===== src/rtl/core/psfm_ram.sv =====
// psfm_ram: generic single-write, single-read RAM with registered read.
// Parameters set word width and depth. No dependencies.
module psfm_ram #(
    parameter int WIDTH = 8,
    parameter int DEPTH = 2
) (
    input  logic                                    i_clk,
    input  logic                                    i_we,
    input  logic [(DEPTH > 1 ? $clog2(DEPTH) : 1)-1:0] i_waddr,
    input  logic [WIDTH-1:0]                        i_wdata,
    input  logic                                    i_re,
    input  logic [(DEPTH > 1 ? $clog2(DEPTH) : 1)-1:0] i_raddr,
    output logic [WIDTH-1:0]                        o_rdata
);

    logic [WIDTH-1:0] r_mem [0:DEPTH-1];

    always_ff @(posedge i_clk) begin
        if (i_we) begin
            r_mem[i_waddr] <= i_wdata;
        end
        if (i_re) begin
            o_rdata <= r_mem[i_raddr];
        end
    end

endmodule


===== config.mk =====
export PLATFORM = sky130hd
export DESIGN_NAME = psfm_ram
export DESIGN_NICKNAME = d
export VERILOG_FILES = /design/src/rtl/core/psfm_ram.sv
export SDC_FILE = /design/constraint.sdc
export NUM_CORES = 1
export LEC_CHECK = 0
export BUFFER_PORTS_ARGS = -buffer_cell sky130_fd_sc_hd__buf_2
export CORE_UTILIZATION = 45
export CTS_BUF_LIST = sky130_fd_sc_hd__clkbuf_16
export CTS_CLUSTER_SIZE = 20
export DETAILED_ROUTE_END_ITERATION = 8
export HOLD_SLACK_MARGIN = 0.15
export PLACE_DENSITY = 0.69
export SLEW_MARGIN = 0
export SYNTH_ARGS = -nofsm -noshare
export SYNTH_HDL_FRONTEND = slang
export SYNTH_SLANG_ARGS = --single-unit

===== constraint.sdc =====
create_clock -name i_clk -period 1.5 [get_ports i_clk]
set_clock_uncertainty 0.2 [all_clocks]
set_input_delay 0.3 -clock i_clk [delete_from_list [all_inputs] [get_ports i_clk]]
set_output_delay 0.3 -clock i_clk [all_outputs]
set_load 0.02 [all_outputs]

==> summary.txt <==
Setup path
  – Slowest stage delay, CP: ~0.35 ns
  – Crit path buf inv count: 1
  – Cell Chain, Critical Path: buf_2
  – Reg2reg setup slack: 0.38 ns
  – Setup CP Type: flip-flop to output port
  – CP max-delay cell: edfxtp_1
  – Critical Path AT: 0.77 ns
  – Delay-heaviest family, CP: flip-flops
  – Max FO, Critical Path: 1
  – CP endpoint kind: output port
  – Critical Path RT: 1.00 ns
  – Critical Path Start Type: flip-flop

Finish
  – Area growth syn-to-layout: 33.1%
  – Post-Route Utilization: 0.652
  – Final Instance Area: 0.00115 mm^2
  – Finished Layout Cells: 92
  – Most frequent cells in the layout: edfxtp_1, buf_2, mux2_4, dlygate4sd3_1, clkbuf_16
  – Fill cells: 132
  – Net count reported at finish: 81
  – Share of cells above drive strength 1: 0.478
  – Most common cell after layout, fill and taps aside: edfxtp_1
  – Inserted Diodes: 0

Synth
  – Avg Cell Area, Syn: 24.7 um^2
  – Largest cells by area after synthesis: edfxtp_1, mux2_4, buf_6
  – Post-synthesis sequential area ratio: 0.834
  – Syn_nets: 48
  – Synthesized area: 865 um^2
  – Yosys cell types: 5
  – Syn Inst Count: 35
  – Yosys top cell area share: 0.834
  – Yosys top cell by area: edfxtp_1
  – Synth Register Bits: 24
  – Ys Warns: 0

Pwr
  – Pwr Total: 1.48 mW
  – Max VDD drop: 838 uV
  – Cell area power density: 1290 mW/mm^2
  – Lkg Pwr: 0.455 nW

Clock tree
  – Clock root cell: clkbuf_16
  – Postcts setup bufs: 0
  – Number of buffers created by CTS: 3
  – H-tree depth: 1
  – CTS tree: built
  – Post-CTS Hold Buffers: 8
  – Clock latency on the worst-skew pair: 0.25 ns
  – CTS resizes: 0
  – TritonCTS Sinks: 24
  – Worst-path clk slew: 0.06 ns
  – CTS max path bufs: 2

Detailed routing
  – Total vias in the final route: 410
  – Post-DR vias/cell: around 4.5
  – WL/cell: 12.0 um
  – Wirelength, routed: 1.10 mm
  – Wl on met1: 406 um
  – Initial DRC count: 7
  – Metal2 WL: ~600 um
  – Detailed-router iteration count before antenna repair: 4
  – Top sig layer: met4
  – DRC Markers: 0
  – Met3 wire length: 66 um
  – ANT nets after route: 0

GRT
  – Global Route Usage Sum: 0.117
  – Number of global-route vias before repair: 383
  – Largest net degree at the start of global routing: 14
  – Global-route wire length before repair: 1.53 mm
  – Grt total ovfl: 0
  – Antenna violations before repair: 0

STA
  – RSZ-0062 raised after global routing: false
  – Setup TNS: 0 ns
  – Relative slew slack: 0.756
  – Final hold vios: 0
  – Hold_ws: 0.172 ns
  – Achievable Freq: 789 MHz
  – Final period utilization: 0.845
  – Tmin final: 1.27 ns
  – Slew @ Worst Pin: 0.366 ns
  – Worst setup margin: around 0.23 ns
  – Max-slew violations: 0
  – Final Setup Violations: 0

Die
  – Die Wd: 45.8 um
  – Die Area: 0.00210 mm^2
  – Ports: 21
  – Core Footprint: 0.00176 mm^2
  – Initial cell density of the core: 0.490
  – Chip height: 45.8 um
  – # rows: 15

Job
  – Max Cap Violations: 0

Min path
  – Hold Crit Class: input pin to flip-flop

Placed design
  – DP Area: 992 um^2
  – Pre-CTS WS: 0.160 ns
  – I/O Buffers: 20
  – Routability cong.: 0.614
  – Placed Instances: 80

Outcome
  – Status: completed
==> worst paths after layout <==
path	from	to	depth (start not counted)
worst max-delay path	o_rdata[4]	o_rdata[4]	1
worst min-delay path	i_re	o_rdata[1]	1
worst max register to register	r_mem[0][4]	o_rdata[4]	1
worst min register to register	r_mem[1][6]	o_rdata[6]	1
==> cell usage after synthesis <==
master	number
edfxtp_1	24
nor2b_1	1
buf_6	1
and2_1	1
mux2_4	8
==> metal layers <==
metal  vias to the layer above  GRT usage
met5                         -          0
met4                         0     0.0882
met3                         2     0.0397
met2                        21      0.220
met1                       185     0.0984
li1                        202          -
==> sequential cells by signal, indices dropped and copies added, names as in the netlist <==
register / flops
r_mem: 16
o_rdata: 8
==> report_power, final <==
| group | internal [mW] | switching [mW] | leakage (nW) |
|---|---|---|---|
| registers | 0.793 | 0.0115 | 0.228 |
| clock network | 0.355 | 0.199 | 0.0385 |
| logic | 0.0664 | 0.0562 | 0.188 |
==> cell type report <==
| cell class | count | area, um^2 | share of cell area |
|---|---|---|---|
| Sequential cell | 24 | 721 | 0.626 |
| Timing Repair Buffer | 29 | 188 | 0.163 |
| Multi-Input combinational cell | 10 | 133 | 0.115 |
| Clock buffer | 3 | 75.1 | 0.0652 |
| Tap cell | 25 | 31.3 | 0.0272 |
| Clock inverter | 1 | 3.75 | 0.00326 |
==> logic make-up (layout without fill, tap and decap cells) <==
family,after synthesis,in the layout,share of synthesized area
muxes,8,8,0.139
DFF,24,24,0.834
and+or+nand+nor,2,2,0.0145
buffers and inverters,1,33,0.0130
Note: power is estimated with default switching activity, not from simulation.
