[src/rtl/core/psfm_pkg.sv]
// psfm_pkg: shared types and constants of the power-module fault monitor.
// Holds the per-module state record, the item and measurement structs,
// command and state enums. No dependencies.
package psfm_pkg;

    typedef enum logic [1:0] {
        CMD_STATUS = 2'd0,
        CMD_PHASE  = 2'd1,
        CMD_MEAS   = 2'd2,
        CMD_CLEAR  = 2'd3
    } t_cmd;

    typedef enum logic [2:0] {
        S_IDLE,
        S_LOOKUP,
        S_CONVERT,
        S_POWER,
        S_COMMIT
    } t_state;

    localparam logic CFG_SETPOINT_V = 1'b0;
    localparam logic CFG_SETPOINT_I = 1'b1;

    localparam logic [7:0] CODE_EMPTY      = 8'hFF;
    localparam logic [7:0] CODE_NONE       = 8'd0;
    localparam logic [7:0] CODE_SHORT      = 8'd5;
    localparam logic [7:0] CODE_PHASE_IMB  = 8'd12;
    localparam logic [7:0] CODE_PHASE_LOSS = 8'd13;
    localparam logic [7:0] CODE_PWR_LIMIT  = 8'd14;
    localparam logic [7:0] CODE_BAND_LO    = 8'd5;
    localparam logic [7:0] CODE_BAND_HI    = 8'd20;

    localparam logic [7:0]  TEMP_RESET     = 8'd20;
    localparam logic [15:0] PHASE_MIN_MAX  = 16'd1000;
    localparam logic [22:0] RATIO_LOSS     = 23'd70;
    localparam logic [22:0] RATIO_IMB      = 23'd85;
    localparam logic [22:0] RATIO_SCALE    = 23'd100;
    localparam logic [17:0] PWR_LIMIT_VA   = 18'd50000;
    localparam logic [15:0] ACTIVE_MIN_V   = 16'd20;

    localparam logic [31:0] V_SAT_MV       = 32'd65536000;
    localparam logic [31:0] I_SAT_MA       = 32'd32768000;
    localparam logic [15:0] V_SAT          = 16'd65535;
    localparam logic [14:0] I_SAT          = 15'd32767;
    localparam logic [26:0] RECIP_1000     = 27'd68719476;
    localparam logic [25:0] MILLI_PER_UNIT = 26'd1000;

    typedef struct packed {
        logic [2:0][7:0] hist;
        logic [7:0]      st1;
        logic [7:0]      st2;
        logic [7:0]      temp;
        logic [15:0]     volt;
        logic [14:0]     curr;
        logic [30:0]     power;
        logic            active;
        logic            fault;
        logic            short_ckt;
    } t_rec;

    typedef struct packed {
        t_cmd        cmd;
        logic        on;
        logic        pl_ok;
        logic [63:0] payload;
    } t_item;

    typedef struct packed {
        logic [15:0] volt;
        logic [14:0] curr;
        logic [30:0] power;
    } t_meas;

    localparam t_rec REC_RESET = '{
        hist: {CODE_EMPTY, CODE_EMPTY, CODE_EMPTY},
        st1: 8'd0, st2: 8'd0, temp: TEMP_RESET,
        volt: 16'd0, curr: 15'd0, power: 31'd0,
        active: 1'b0, fault: 1'b0, short_ckt: 1'b0
    };

    localparam t_rec REC_EMPTY = '{
        hist: {CODE_EMPTY, CODE_EMPTY, CODE_EMPTY},
        st1: 8'd0, st2: 8'd0, temp: 8'd0,
        volt: 16'd0, curr: 15'd0, power: 31'd0,
        active: 1'b0, fault: 1'b0, short_ckt: 1'b0
    };

endpackage

[src/rtl/core/psfm_update.sv]
// psfm_update: next-state logic of one module record for one item.
// Status decode, history push, latches, phase check, measurement store.
// Depends on psfm_pkg.
module psfm_update (
    input  psfm_pkg::t_rec  i_old,
    input  psfm_pkg::t_item i_item,
    input  psfm_pkg::t_meas i_meas,
    output psfm_pkg::t_rec  o_new,
    output logic            o_changed
);

    function automatic logic [7:0] st_decode(input logic [7:0] st1, input logic [7:0] st2);
        logic [7:0] code;
        code = psfm_pkg::CODE_NONE;
        if      (st2[7]) code = 8'd9;
        else if (st2[6]) code = 8'd10;
        else if (st2[5]) code = 8'd11;
        else if (st2[4]) code = 8'd12;
        else if (st2[3]) code = 8'd13;
        else if (st2[2]) code = 8'd5;
        else if (st2[0]) code = 8'd14;
        else if (st1[7]) code = 8'd8;
        else if (st1[6]) code = 8'd15;
        else if (st1[5]) code = 8'd16;
        else if (st1[4]) code = 8'd6;
        else if (st1[3]) code = 8'd7;
        else if (st1[2]) code = 8'd17;
        else if (st1[1]) code = 8'd18;
        else if (st1[0]) code = 8'd19;
        return code;
    endfunction

    function automatic logic in_band(input logic [7:0] c);
        return (c >= psfm_pkg::CODE_BAND_LO) && (c <= psfm_pkg::CODE_BAND_HI);
    endfunction

    function automatic logic [2:0][7:0] push(input logic [2:0][7:0] h, input logic [7:0] c);
        logic [2:0][7:0] r;
        r = h;
        if (h[0] != c) begin
            r = {h[1], h[0], c};
        end
        return r;
    endfunction

    logic [7:0]  temp;
    logic [7:0]  st1;
    logic [7:0]  st2;
    logic [7:0]  fault;
    logic [7:0]  second;
    logic [7:0]  fc;
    logic [7:0]  pf;
    logic [15:0] pa;
    logic [15:0] pb;
    logic [15:0] pc;
    logic [15:0] mx;
    logic [15:0] mn;
    logic [22:0] mn100;
    logic        act;

    always_comb begin
        o_new     = i_old;
        o_changed = 1'b0;
        temp   = i_item.payload[31:24];
        st2    = i_item.payload[15:8];
        st1    = i_item.payload[7:0];
        fault  = st_decode(st1, st2);
        second = st_decode(st1, st2 & 8'hFE);
        pa     = i_item.payload[63:48];
        pb     = i_item.payload[47:32];
        pc     = i_item.payload[31:16];
        mx     = pa;
        mn     = pa;
        if (pb > mx) mx = pb;
        if (pc > mx) mx = pc;
        if (pb < mn) mn = pb;
        if (pc < mn) mn = pc;
        mn100 = 23'(mn) * psfm_pkg::RATIO_SCALE;
        if (mn100 < 23'(mx) * psfm_pkg::RATIO_LOSS) begin
            pf = psfm_pkg::CODE_PHASE_LOSS;
        end else if (mn100 < 23'(mx) * psfm_pkg::RATIO_IMB) begin
            pf = psfm_pkg::CODE_PHASE_IMB;
        end else begin
            pf = psfm_pkg::CODE_NONE;
        end
        fc  = (fault == psfm_pkg::CODE_PWR_LIMIT && in_band(second)) ? second : fault;
        act = i_meas.volt >= psfm_pkg::ACTIVE_MIN_V;

        case (i_item.cmd)
            psfm_pkg::CMD_STATUS: begin
                o_new.temp = temp;
                if (temp != i_old.temp) o_changed = 1'b1;
                if (st1 != i_old.st1 || st2 != i_old.st2) begin
                    o_new.st1 = st1;
                    o_new.st2 = st2;
                    o_changed = 1'b1;
                    if (in_band(fault) &&
                        (fault != psfm_pkg::CODE_PWR_LIMIT || i_item.pl_ok)) begin
                        o_new.hist = push(o_new.hist, fault);
                    end
                    if (fault == psfm_pkg::CODE_PWR_LIMIT && in_band(second) &&
                        second != psfm_pkg::CODE_PWR_LIMIT && i_item.on) begin
                        o_new.hist = push(o_new.hist, second);
                    end
                    if (i_item.on) begin
                        if (in_band(fc) && fc != psfm_pkg::CODE_PWR_LIMIT) o_new.fault = 1'b1;
                        if (fc == psfm_pkg::CODE_SHORT) o_new.short_ckt = 1'b1;
                    end
                end
            end
            psfm_pkg::CMD_PHASE: begin
                if (mx >= psfm_pkg::PHASE_MIN_MAX && pf != psfm_pkg::CODE_NONE &&
                    i_item.on && i_old.hist[0] != pf) begin
                    o_new.hist = push(i_old.hist, pf);
                    o_changed  = 1'b1;
                end
            end
            psfm_pkg::CMD_MEAS: begin
                o_new.volt   = i_meas.volt;
                o_new.curr   = i_meas.curr;
                o_new.power  = i_meas.power;
                o_new.active = act;
                o_changed = (i_meas.volt != i_old.volt) || (i_meas.curr != i_old.curr) ||
                            (i_meas.power != i_old.power) || (act != i_old.active);
            end
            psfm_pkg::CMD_CLEAR: begin
                o_new.fault = 1'b0;
                o_changed   = i_old.fault;
            end
            default: begin
                o_new = i_old;
            end
        endcase
    end

endmodule

[config.mk]
export PLATFORM = sky130hd
export DESIGN_NAME = psfm_update
export DESIGN_NICKNAME = d
export VERILOG_FILES = /design/src/rtl/core/psfm_pkg.sv /design/src/rtl/core/psfm_update.sv
export SDC_FILE = /design/constraint.sdc
export NUM_CORES = 1
export LEC_CHECK = 0
export ABC_AREA = 0
export BUFFER_PORTS_ARGS = -buffer_cell sky130_fd_sc_hd__buf_2
export CELL_PAD_IN_SITES_DETAIL_PLACEMENT = 1
export CELL_PAD_IN_SITES_GLOBAL_PLACEMENT = 1
export CORE_AREA = 8 8 165 206
export DETAILED_ROUTE_END_ITERATION = 8
export DIE_AREA = 0 0 173 214
export PLACE_DENSITY = 0.94
export SLEW_MARGIN = 25
export SYNTH_ARGS = -nofsm -noshare
export SYNTH_HDL_FRONTEND = slang
export SYNTH_SLANG_ARGS = --single-unit
[constraint.sdc]
create_clock -name vclk -period 17.9
set_input_delay 1.79 -clock vclk [all_inputs]
set_output_delay 1.79 -clock vclk [all_outputs]
set_load 0.01 [all_outputs]
==> impl_metrics.json, run 1 <==
{
  "drv_slew": 0,
  "cp.required_ns": 16.11,
  "drc": 0,
  "period_needed_ns": 16.44,
  "met3_usage": 0.0389,
  "finalWeightedCongestion": 1.01,
  "outcome": "completed",
  "design.seq.count": 0,
  "drtIter0Drc": 812,
  "wl_per_cell_microns": 24.6,
  "tightest_slew_ns": 0.996,
  "crit_arrival_ns": 14.65,
  "finalNonFillerCells": 2244,
  "layout_common_cells": "buf_2, inv_1, ha_1",
  "grt_pass1_vias": 14100,
  "use_met2": 0.523,
  "overflow": 0,
  "cp_max_fo": 21,
  "via_count": 13200,
  "leakage_nw": 7.26,
  "antenna_found_initial": 8,
  "grt_pass1_wl_mm": 83.2,
  "synth_top_cell_area_share": 0.265,
  "avgSynthCellArea_sq_um": 7.77,
  "max_freq_mhz": 60.8,
  "drv_cap": 0,
  "setup_violations": 0,
  "synth_nets": 2049,
  "wirelength_mm": 55.2,
  "rows": 72,
  "grtUsageTotal": 0.283,
  "fillers": 3983,
  "ys_top_cells_by_area": "ha_1, mux2_2, inv_1, fa_1, xor2_1",
  "port_buffers": 357,
  "slew_headroom": 0.331,
  "grt.busiest_layer": "met2",
  "grt_max_degree": 66,
  "first_pass_iters": 5,
  "path_class": "in -> out",
  "fin_nets": 2371,
  "drive_gt1_frac": 0.267,
  "worstSetupStartpointType": "input pin",
  "power.density_nw_per_um2": 237,
  "placed_cells": 2241,
  "slowest_stage": "a22o_1",
  "whs_ns": 3.92,
  "drtAntennaViolNets": 0,
  "syn_area_sq_um": 11800,
  "hold_class": "in -> out",
  "yosysSeqAreaShare": 0,
  "dieArea_sq_um": 37000,
  "yosys.area.top_type": "ha_1",
  "rsz0062_at_grt": "no",
  "die_h_microns": 214,
  "finalSetupTns_ns": 0,
  "io_pins": 357,
  "cpPeakStageDelay_ns": 0.78,
  "dpl.hpwl_mm": 49.5,
  "core_sq_um": 30600,
  "ys.warnings.count": 0,
  "use_met1": 0.297,
  "area_growth_pct": 17.7,
  "die_w_microns": 173,
  "post_cts_resized": 0,
  "irDropWorstVdd_mv": 0.187,
  "synth_cells": 1515,
  "crit_path_end_kind": "output port",
  "hold_buffers": 0,
  "initial_utilization": 0.384,
  "via_per_inst": 5.86,
  "synth.distinct_cells": 86,
  "min_period_over_period": 0.918,
  "fin_util": 0.452,
  "final_common_cell": "buf_2",
  "num-clock-buffers": 0,
  "register_area_sq_um": 0,
  "crit_top_cell": "ha_1",
  "cts_setup_buffers": 0,
  "finalHoldViolCount": 0,
  "finalPower_mw": 3.28
}
final cells by class:
class	instances	area, sq um	share of cell area
inverter	248	931	0.0672
multi-input combinational	1220	10500	0.761
tap	407	509	0.0368
timing repair buffer	367	1870	0.135
antenna	2	5.00	0.000361
power breakdown:
part           internal [mW]  switching, mW    total [mW]
registers                  0              0             0
logic                   1.36           1.93          3.28
clock network   0.0000000150              0  0.0000000150
worst max-delay path: cells and delay by family:
kind	cells	cell delay [ns]
AOI/OAI and AO/OA	15	5.09
buffers and inverters	6	0.80
muxes	1	0.51
xor gates and xnor gates	2	0.38
and+or+nand+nor	13	3.23
adders and majority gates	8	2.79
layer usage:
layer  wire length, microns  vias up
met5                      0        -
met4                   4260        0
met3                   3360      178
met2                  27600      584
met1                  19900     6404
li1                       -     5990
synthesized netlist by cell type, types with 28 or more instances:
cell type,n
ha_1,249
inv_1,248
mux2_2,87
a21oi_1,83
nor2_1,83
xor2_1,80
o21ai_0,78
xnor2_1,62
nand2_1,59
fa_1,42
mux2i_1,36
nor4_1,29
a21o_1,28
nand3_1,28
nor3_1,28
path summary, 6_finish.rpt:
check                  start          to  slack (ns)  cells past startpoint
setup / recovery  i_item[63]  o_new[107]        1.46                     45
hold / removal      i_old[0]    o_new[0]        3.92                      3
cell families (layout without fill, tap and decap cells):
group                    after synthesis  in the layout  synth area share
AND/OR/NAND/NOR                      334            334             0.147
AO/OA/AOI/OAI                        328            328             0.189
buffers and inverters                295            615             0.106
adder cells (fa/ha/maj)              292            292             0.337
XOR/XNOR                             142            142             0.106
multiplexers                         124            124             0.115
other                                  0              2                 0
per-stage QoR:
step	setup WS (ns)	cell area, sq um
2_1_floorplan	4.05	11800
3_3_place_gp	1.99	13800
3_5_place_dp	1.40	13800
4_1_cts	1.37	13800
5_1_grt	0.717	13900
6_report	1.46	13900
(Power assumes the default switching activity.)
==> run 2: changes to the inputs <==
- GPL_ROUTABILITY_DRIVEN: default -> 0
- RECOVER_POWER: default -> 25
- clock period: 17.9 -> 15.9 ns (I/O delays scaled with it)
==> run 2 against run 1 <==
Effect of this change: the run now ends with max-capacitance violations, max-slew violations left; cell count increased by 0.71%; worst setup slack got worse by 0.95 ns; sequential share of layout area unchanged; non-clock buffer count increased by 12; combinational power increased by 14%; largest power group unchanged.
==> impl_metrics.json, run 2 (synthesis results as in run 1) <==
{
  "outcome": "finished, violations left",
  "failed_checks": "max-capacitance violations, max-slew violations",
  "slew_headroom": -1.34,
  "dpl.hpwl_mm": 51.0,
  "dieArea_sq_um": 37000,
  "drv_cap": 1,
  "drtIter0Drc": 907,
  "final_common_cell": "buf_2",
  "drive_gt1_frac": 0.258,
  "drtAntennaViolNets": 0,
  "fin_util": 0.455,
  "setup_violations": 0,
  "io_pins": 357,
  "finalHoldViolCount": 0,
  "fin_ws_ns": 0.508,
  "cpPeakStageDelay_ns": 0.82,
  "hold_buffers": 0,
  "period_needed_ns": 15.39,
  "cp.required_ns": 14.31,
  "fin_nets": 2383,
  "grtUsageTotal": 0.288,
  "crit_top_cell": "ha_1",
  "wl_per_cell_microns": 25.4,
  "drc": 0,
  "max_freq_mhz": 65.0,
  "grt_pass1_vias": 14700,
  "area_growth_pct": 18.4,
  "rows": 72,
  "grt_max_degree": 66,
  "initial_utilization": 0.384,
  "leakage_nw": 7.27,
  "power.density_nw_per_um2": 269,
  "cp_max_fo": 16,
  "place_ws_ns": 0.206,
  "drv_slew": 66,
  "port_buffers": 357,
  "tightest_slew_ns": 3.51,
  "grt_pass1_wl_mm": 84.8,
  "multi_input_area_sq_um": 10500,
  "core_sq_um": 30600,
  "worstSetupStartpointType": "input pin",
  "path_class": "in -> out",
  "rsz0062_at_grt": "no",
  "cp_num_buf_inv": 6,
  "critPathTopFamily": "compound AO/OA/AOI/OAI gates",
  "die_w_microns": 173,
  "crit_path_end_kind": "output port",
  "wirelength_mm": 57.5,
  "slowest_stage": "or3_1",
  "first_pass_iters": 8,
  "overflow": 0,
  "register_area_sq_um": 0,
  "finalSetupTns_ns": 0,
  "fillers": 3928,
  "layout_common_cells": "buf_2, inv_1, ha_1",
  "crit_arrival_ns": 13.80,
  "hold_class": "in -> out",
  "antenna_found_initial": 16,
  "irDropWorstVdd_mv": 0.178,
  "design.seq.count": 0,
  "num-clock-buffers": 0,
  "via_per_inst": 6.01,
  "die_h_microns": 214,
  "min_period_over_period": 0.968,
  "via_count": 13600
}
-- run 2: routing by layer --
layer / global-route usage / wire length (microns) / vias to the layer above
met2: 0.524 / 28000 / 761
met3: 0.0587 / 4440 / 299
met4: 0.251 / 5980 / 4
li1: - / - / 6021
met1: 0.272 / 19000 / 6494
met5: 0 / 23 / -
-- run 2: layout make-up --
cell class,count,area share
antenna,6,0.00108
inverter,248,0.0668
multi-input combinational,1220,0.757
tap,407,0.0365
timing repair buffer,379,0.139
-- run 2: repair_timing --
item / in CTS / in global routing
buffers inserted: 0 / 7
setup endpoints to repair: 0 / 25
resized for setup: 0 / 3
-- run 2: metrics by stage --
step	instance area [sq um]	total power [mW]	instances	hold slack, ns
detailed placement	13900	3.64	2247	3.47
global route	13900	4.12	2258	3.50
floorplan	11800	2.55	1515	3.29
global placement	13900	3.28	2247	3.47
CTS	13900	3.67	2247	3.48
finish	13900	3.75	2260	3.49
-- run 2: power breakdown --
group,leakage (nW),switching [mW],internal (mW)
clock,0.0000380,0,0.0000000510
combinational,7.27,2.21,1.54
sequential,0,0,0
total,7.27,2.21,1.54
-- run 2: worst paths after layout --
path	from	to	slack [ns]	cells after the start
worst min-delay path	i_old[0]	o_new[0]	3.49	3
worst max-delay path	i_item[57]	o_new[99]	0.51	46
